[config.mk]
export PLATFORM = sky130hd
export DESIGN_NAME = pipc_queue
export DESIGN_NICKNAME = d
export VERILOG_FILES = /design/src/design/pipc_pkg.sv /design/src/design/pipc_queue.sv
export SDC_FILE = /design/constraint.sdc
export NUM_CORES = 1
export LEC_CHECK = 0
export BUFFER_PORTS_ARGS = -buffer_cell sky130_fd_sc_hd__buf_2
export CAP_MARGIN = 10
export CORE_UTILIZATION = 52
export CTS_CLUSTER_DIAMETER = 80
export DETAILED_ROUTE_END_ITERATION = 12
export PLACE_DENSITY = 0.79
export SYNTH_ARGS = -nofsm -noshare
export SYNTH_HDL_FRONTEND = slang
export SYNTH_SLANG_ARGS = --single-unit
[constraint.sdc]
create_clock -name aclk -period 3.9 [get_ports aclk]
set_input_delay 0.78 -clock aclk [delete_from_list [all_inputs] [get_ports aclk]]
set_output_delay 0.78 -clock aclk [all_outputs]
set_load 0.1 [all_outputs]
[src/design/pipc_pkg.sv]
package pipc_pkg;

    localparam int COORD_W = 32;   // coordinate port width
    localparam int INDEX_W = 8;    // vertex slot field width
    localparam int COUNT_W = 9;    // vertex_count register width

    // action codes
    localparam logic ACT_WRITE = 1'b0;
    localparam logic ACT_QUERY = 1'b1;

    // classified item handed from front to back
    typedef struct packed {
        logic                      is_query;
        logic                      wr_in_range;  // write slot exists in the table
        logic [INDEX_W-1:0]        index;
        logic signed [COORD_W-1:0] x;            // already sign-extended from COORD_BITS
        logic signed [COORD_W-1:0] y;
    } pipc_cmd_t;

endpackage

[src/design/pipc_queue.sv]
module pipc_queue (
    input  logic                aclk,
    input  logic                aresetn,
    input  logic                push,
    input  pipc_pkg::pipc_cmd_t push_cmd,
    output logic                full,
    input  logic                pop,
    output logic                pop_valid,
    output pipc_pkg::pipc_cmd_t pop_cmd
);
    import pipc_pkg::*;

    // two-entry FIFO
    pipc_cmd_t  slot_reg [2];
    logic       wr_ptr_reg;
    logic       rd_ptr_reg;
    logic [1:0] cnt_reg;

    logic do_push;
    logic do_pop;

    always_comb begin
        full      = (cnt_reg == 2'd2);
        pop_valid = (cnt_reg != 2'd0);
        pop_cmd   = slot_reg[rd_ptr_reg];
        do_push   = push && !full;
        do_pop    = pop && pop_valid;
    end

    always_ff @(posedge aclk) begin
        if (do_push) begin
            slot_reg[wr_ptr_reg] <= push_cmd;
        end
    end

    always_ff @(posedge aclk) begin
        if (!aresetn) begin
            wr_ptr_reg <= 1'b0;
            rd_ptr_reg <= 1'b0;
            cnt_reg    <= 2'd0;
        end else begin
            if (do_push) begin
                wr_ptr_reg <= !wr_ptr_reg;
            end
            if (do_pop) begin
                rd_ptr_reg <= !rd_ptr_reg;
            end
            case ({do_push, do_pop})
                2'b10:   cnt_reg <= cnt_reg + 2'd1;
                2'b01:   cnt_reg <= cnt_reg - 2'd1;
                default: cnt_reg <= cnt_reg;
            endcase
        end
    end

endmodule

=== Yosys cells after proc, flatten, opt, wreduce, memory -nomap -nowiden ===
Memory sizes are Yosys's and may differ from the RTL's. A register that Yosys moved wholly into a read port is not among the register bits.
Index checks and enable logic that the tools add are counted.

* Memories: 1
* Word-level logic and storage cells: 21
* Register bits after elaboration: 4
* Output and inout port bits: 76
* Input port bits: 78
* Bits in writable memories: 148

* Multiplexer cells: 5
* $add $sub $neg: 2
* Reductions and logical operators: 7
* Equality and inequality tests: 3

{| class="wikitable"
|+ Memories
! name !! words !! width !! rd ports !! clocked after Yosys merged registers in !! write ports !! line !! source
|-
| slot_reg || 2 || 74 || 1 || 1 || 1 || pipc_queue.sv:14 || <nowiki>pipc_cmd_t slot_reg [2];</nowiki>
|}

{| class="wikitable"
|+ Operator list
! cell !! number
|-
| $eq A2 B2 Y1 const B || 2
|-
| $mux W1 || 4
|-
| $pmux W2 S2 || 1
|-
| $reduce_bool A2 Y1 || 2
|-
| $logic_not A1 Y1 || 3
|-
| $add A2 B1 Y2 const B || 1
|-
| $eq A2 B1 Y1 const B || 1
|-
| $logic_and A1 B1 Y1 || 2
|-
| $sub A2 B1 Y2 const B || 1
|}

=== Longest topological paths before layout ===
Gate-level depths: netlist of run 1.

* Word-level depth: 5
* Depth in mapped cells: 6

=== Worst setup path after synthesis of run 1 ===
OpenSTA, ideal clock, no wires.

* Kind: input to register
* Start point: input port push
* End point: memory slot_reg[0][0] in the netlist's numbering, enable pin
* Path buffers: 0
* Setup slack: 855 ps
* Required time: 3472 ps
* Arrival: 2617 ps
* Stages on the path: 3
* Path through: inv_1 -> or3_1 -> inv_1

* Cells in the longest elaborated chain, start to end: 3

{| class="wikitable"
|+ Ends and longest elaborated chain
! item !! line !! source
|-
| start, declared || pipc_queue.sv:4 || <nowiki>input logic push,</nowiki>
|-
| $logic_and A1 B1 Y1 || pipc_queue.sv:26 || <nowiki>do_push = push && !full;</nowiki>
|-
| $mux W1 || pipc_queue.sv:31 || <nowiki>if (do_push) begin</nowiki>
|-
| $mux W1 (not written as such) || pipc_queue.sv:32 || <nowiki>slot_reg[wr_ptr_reg] <= push_cmd;</nowiki>
|-
| end, declared || pipc_queue.sv:14 ||
|}

No other way between the ends.

==> results of run 1 <==
## final timing paths
path                           to  slack [ns]
hold reg to reg        wr_ptr_reg        0.50
setup / recovery      pop_cmd[36]        0.85
hold / removal     slot_reg[1][8]        0.46
setup reg to reg  slot_reg[0][21]        1.71
## cells by family (layout without fill, tap and decap cells)
group,count (synthesis),after routing,share of synthesized area [%]
DFF,153,153,81.8
muxes,74,74,15.0
buffers and inverters,11,189,0.923
and+or+nand+nor,9,9,1.01
AOI/OAI and AO/OA,5,5,0.585
xor gates and xnor gates,3,3,0.473
adders and majority gates,1,1,0.225
## worst register-to-register path, stage by stage (launching register included)
cell and delay, ns:
dfxtp_1 0.41, nand2b_2 0.19, inv_2 0.05, or3_1 0.35
inv_2 0.49, buf_12 0.37
## layout make-up
| cell class | count | area [µm²] |
|---|---|---|
| inverters | 3 | 11.3 |
| clock inverters | 11 | 173 |
| clock buffers | 21 | 429 |
| repair buffers | 154 | 786 |
| flip-flops and latches | 153 | 4550 |
| fillers | 698 | 3240 |
| multi-input cells | 92 | 966 |
| well taps | 136 | 170 |
## layout by cell type (no fill, tap or decap), types with 3 or more instances in the layout
cell	Yosys	routed
buf_2	8	153
bufinv_16	0	4
clkbuf_1	0	4
clkbuf_16	0	16
clkinv_4	0	3
clkinvlp_4	0	3
dfxtp_1	5	4
edfxtp_1	148	148
mux2_2	74	74
xnor2_1	3	3
## metrics by stage
stage / cell area, µm² / utilization (%) / hold slack [ns] / cells / setup WS [ns]
6_report: 7080 / 68.6 / 0.457 / 570 / 0.851
5_1_grt: 7080 / 68.6 / 0.422 / 570 / 0.702
4_1_cts: 7080 / 68.6 / 0.435 / 570 / 0.779
3_5_place_dp: 6480 / 62.8 / 0.495 / 538 / 1.34
3_3_place_gp: 6480 / 62.8 / 0.471 / 538 / 1.34
2_1_floorplan: 5560 / - / 0.457 / 256 / 0.855
## routing by layer
metal | vias to the layer above | track usage [%] | share of wire (%)
met3 | 7 | 6.62 | 7.9
met5 | - | 0 | 0
met1 | 1402 | 21.7 | 42
met2 | 109 | 27.2 | 49
li1 | 1346 | - | -
met4 | 0 | 6.84 | 0.82
==> results.py, run 1 <==
metrics = {
    "status": {
        "outcome": "finished clean",
    },
    "layout": {
        "layout-area-overhead-vs-synth_pct": 27.5,
        "largest_register_ff_count": 148,
        "diodes_inserted": 0,
        "drive_above_1_share_pct": 60.1,
        "final_nets": 500,
    },
    "cts": {
        "cts_post_setup_buffers_inserted": 0,
        "cts_inserted_buffers": 17,
        "cts_repair_resize_count": 0,
        "clockBufferDepth": 2,
        "cts_root_buf": "clkbuf_8",
        "clock_sink_count": 153,
        "cts_tree": "yes",
        "cts_hold_buffers": 0,
        "clock_network_latency_to_the_later_pin_of_the_worst_skew_pair_ns": 0.51,
        "htreeDepth": 4,
        "worst_setup_hold_path_clk_slew_ns": 0.06,
    },
    "die": {
        "dieArea_um2": 11100,
        "io_pins": 154,
        "die_x_um": 105,
        "fp.coreArea_um2": 10300,
        "start_util_pct": 53.8,
        "num_rows": 37,
        "chipHeight_um": 105,
    },
    "detailed_routing": {
        "remaining_drc_errors": 0,
        "first_iteration_detailed_routing_drc_count": 146,
        "vias_per_cell": 5.02,
        "totalWireLength_mm": 9.01,
        "dr.pass1.iters": 4,
        "ant_nets": 0,
        "route.vias.total": 2864,
        "wl_per_cell_um": 15.8,
    },
    "synthesis": {
        "synth_top_cell_by_area": "edfxtp_1",
        "synth.net_count": 335,
        "post_synth_inst_count": 256,
        "synth.cells.most_frequent": "edfxtp_1 (148), mux2_2 (74), buf_2 (8)",
        "yosys_warnings": 0,
        "synthTopCellsByArea": "edfxtp_1 (80%), mux2_2 (15%), dfxtp_1 (1.8%), buf_2 (0.72%), xnor2_1 (0.47%)",
        "synthArstFlopShare_pct": 0,
        "synth_cell_types": 18,
        "yosys_most_used_dff": "edfxtp_1",
        "synth_area_um2": 5560,
        "seq_area_frac_synth_pct": 81.8,
        "synth.avg_cell_area_um2": 21.7,
        "leading_cell_type_by_number_of_instances_after_synthesis": "edfxtp_1",
        "synth_top_area_share_pct": 80.0,
        "synth-edff-count": 148,
        "synth-seq-cells": 153,
    },
    "critical_path": {
        "critPathCaptureType": "primary output",
        "worstPathCellList": "mux2_2 -> buf_2",
        "critical_path.startpoint_type": "flop",
        "rr_worst_depth": 5,
        "timing.critical_path.fanout_max": 74,
        "timing.setup.critical_path_class": "reg2out",
        "critical-path-max-stage-delay_ns": 0.99,
        "timing.critical_path.max_delay_family": "flip-flops",
        "worstPathArrival_ns": 2.27,
        "crit_buf_inv": 1,
        "cp.required_ns": 3.12,
        "path_depth": 2,
        "cp_slowest_cell": "dfxtp_4",
        "reg2reg_from": "cnt_reg[0]",
    },
    "timing": {
        "layout_worst_path_cycle_share_pct": 78.2,
        "period_needed_ns": 3.05,
        "maxSlewHeadroom_pct": 31.5,
        "post_route_setup_tns_ns": 0,
        "timing_hold_violations_final": 0,
        "worst_clock_skew_ns": 0.00586,
        "grt_setup_unrepaired": "no",
        "fmax_mhz": 328,
        "worst_slew_pin_slew_ns": 1.03,
        "timing.final.setup_violations": 0,
        "timing_max_transition_violations_final": 0,
    },
    "place": {
        "routabilityCongestion": 0.702,
        "dp_hpwl_mm": 5.65,
        "place.port_buffers": 153,
    },
    "global_routing": {
        "initial_antenna_violation_count": 0,
        "grt_pass1_wl_mm": 14.2,
        "grt_use_total_pct": 17.3,
        "via_count_of_the_first_global_routing_pass": 2878,
        "grt_overflow_total": 0,
        "grt_start_max_net_pins": 75,
    },
    "hold_path": {
        "worst_hold_launch": "push_cmd[8]",
        "hold_path_class": "in2reg",
        "cell_depth_of_the_worst_min_delay_path": 1,
    },
    "run": {
        "max-cap-violations": 0,
    },
}
Power of run 1 is not shown: default switching activity piles up to over one toggle a cycle in this logic, so the estimate is an artifact.
==> run 2: changes to the inputs <==
==> constraint.sdc (replaced) <==
create_clock -name aclk -period 3 [get_ports aclk]
set_input_delay 0.6 -clock aclk [delete_from_list [all_inputs] [get_ports aclk]]
set_output_delay 0.6 -clock aclk [all_outputs]
set_load 0.1 [all_outputs]
==> results.py, run 2 (synthesized netlist as in run 1, its figures left out) <==
metrics = {
    "global_routing": {
        "grt_use_total_pct": 18.3,
        "via_count_of_the_first_global_routing_pass": 3052,
        "grt_start_max_net_pins": 40,
        "initial_antenna_violation_count": 0,
        "grt_overflow_total": 0,
        "grt_pass1_wl_mm": 14.8,
    },
    "critical_path": {
        "timing.critical_path.fanout_max": 24,
        "rr_worst_depth": 5,
        "critical_path.startpoint_type": "flop",
        "worstPathArrival_ns": 2.03,
        "cp.required_ns": 2.40,
        "timing.critical_path.max_delay_family": "buffers and inverters",
        "crit_buf_inv": 2,
        "critical-path-max-stage-delay_ns": 0.47,
        "worstPathCellList": "buf_4 -> mux2_2 -> buf_2",
        "worst_reg2reg_path_endpoint": "slot_reg[0][37]",
        "cp_slowest_cell": "dfxtp_4",
        "reg2reg_from": "cnt_reg[0]",
        "worst-r2r-setup-slack_ns": 1.14,
        "timing.setup.critical_path_class": "reg2out",
        "critPathCaptureType": "primary output",
    },
    "timing": {
        "maxSlewHeadroom_pct": 63.9,
        "post-route-worst-setup-slack_ns": 0.366,
        "worst_clock_skew_ns": 0.00744,
        "worst_slew_pin_slew_ns": 0.541,
        "post_route_setup_tns_ns": 0,
        "layout_worst_path_cycle_share_pct": 87.8,
        "period_needed_ns": 2.63,
        "timing_hold_violations_final": 0,
        "fmax_mhz": 380,
        "grt_setup_unrepaired": "no",
        "timing_max_transition_violations_final": 0,
        "timing.final.setup_violations": 0,
    },
    "place": {
        "routabilityCongestion": 0.721,
        "post-place-ws_ns": 0.883,
        "number_of_placed_cells_counting_well_taps": 544,
        "place.port_buffers": 153,
        "dp_hpwl_mm": 6.43,
    },
    "detailed_routing": {
        "wl_per_cell_um": 16.6,
        "route.vias.total": 2912,
        "first_iteration_detailed_routing_drc_count": 90,
        "ant_nets": 0,
        "totalWireLength_mm": 9.57,
        "dr.pass1.iters": 4,
        "vias_per_cell": 5.06,
        "remaining_drc_errors": 0,
    },
    "cts": {
        "cts_root_buf": "clkbuf_8",
        "cts_repair_resize_count": 0,
        "cts_post_setup_buffers_inserted": 0,
        "clock_network_latency_to_the_later_pin_of_the_worst_skew_pair_ns": 0.52,
        "cts_hold_buffers": 0,
        "clockBufferDepth": 2,
        "clock_sink_count": 153,
        "cts_inserted_buffers": 17,
        "worst_setup_hold_path_clk_slew_ns": 0.06,
        "cts_tree": "yes",
        "htreeDepth": 4,
    },
    "hold_path": {
        "worst_hold_path.endpoint": "slot_reg[0][21]",
        "worst_hold_launch": "push_cmd[21]",
        "cell_depth_of_the_worst_min_delay_path": 1,
        "hold_path_class": "in2reg",
    },
    "die": {
        "fp.coreArea_um2": 10300,
        "start_util_pct": 53.8,
        "die_x_um": 105,
        "chipHeight_um": 105,
        "dieArea_um2": 11100,
        "io_pins": 154,
        "num_rows": 37,
    },
    "layout": {
        "ff_latch_area_um2": 4550,
        "fill_cells": 701,
        "multi_input_comb_area_um2": 966,
        "drive_above_1_share_pct": 60.7,
        "post_layout_nonfiller_instances": 576,
        "layout-area-overhead-vs-synth_pct": 28.3,
        "postLayoutCoreUtil_pct": 69.0,
        "commonest_non_fill_non_tap_cell_in_the_layout": "buf_2",
        "diodes_inserted": 0,
        "commonest_non_fill_non_tap_cells_in_the_layout": "buf_2 (153), edfxtp_1 (148), mux2_2 (74), clkbuf_16 (16), buf_4 (6)",
        "largest_register_ff_count": 148,
        "final_nets": 506,
    },
    "run": {
        "max-cap-violations": 0,
    },
    "status": {
        "outcome": "finished clean",
    },
}
[run 2: how the worst max path moves through the flow]
stage	start	to	slack, ns	cells past startpoint
3_3_place_gp	flop	pop_cmd[65]	0.89	3
4_1_cts	flop	pop_cmd[25]	0.31	3
5_1_grt	flop	pop_cmd[65]	0.26	3
2_1_floorplan	cnt_reg[0]	slot_reg[0][0]	0.002	4
3_5_place_dp	flop	pop_cmd[57]	0.88	3
6_report	flop	pop_cmd[25]	0.37	3
[run 2: final cells by class]
cell class / count / share of cell area [%]
multi-input cells: 92 / 13.6
repair buffers: 160 / 11.7
inverters: 3 / 0.158
clock buffers: 20 / 5.97
clock inverters: 12 / 2.46
flip-flops and latches: 153 / 63.8
well taps: 136 / 2.39
[run 2: worst reg2reg max path, stage by stage (launching register included)]
cell,delay (ns)
dfxtp_1,0.40
nand2b_2,0.18
inv_2,0.05
or3_1,0.34
inv_2,0.07
buf_4,0.43
[run 2: per-stage QoR]
step | hold slack [ns] | instance area (µm²)
after detailed placement | 0.487 | 6530
after global placement | 0.478 | 6530
after floorplan | 0.457 | 5560
after global routing | 0.235 | 7130
final | 0.264 | 7130
after CTS | 0.239 | 7130
[run 2: metal layers]
layer	up-vias	share of wire, %	routed length (µm)	global-route usage, %
li1	1360	-	-	-
met1	1421	41	3900	21.9
met2	113	50	4820	29.8
met3	18	6.9	662	6.49
met4	0	2.0	188	8.25
met5	-	0	0	0
Power of run 2 is left out for the same reason.
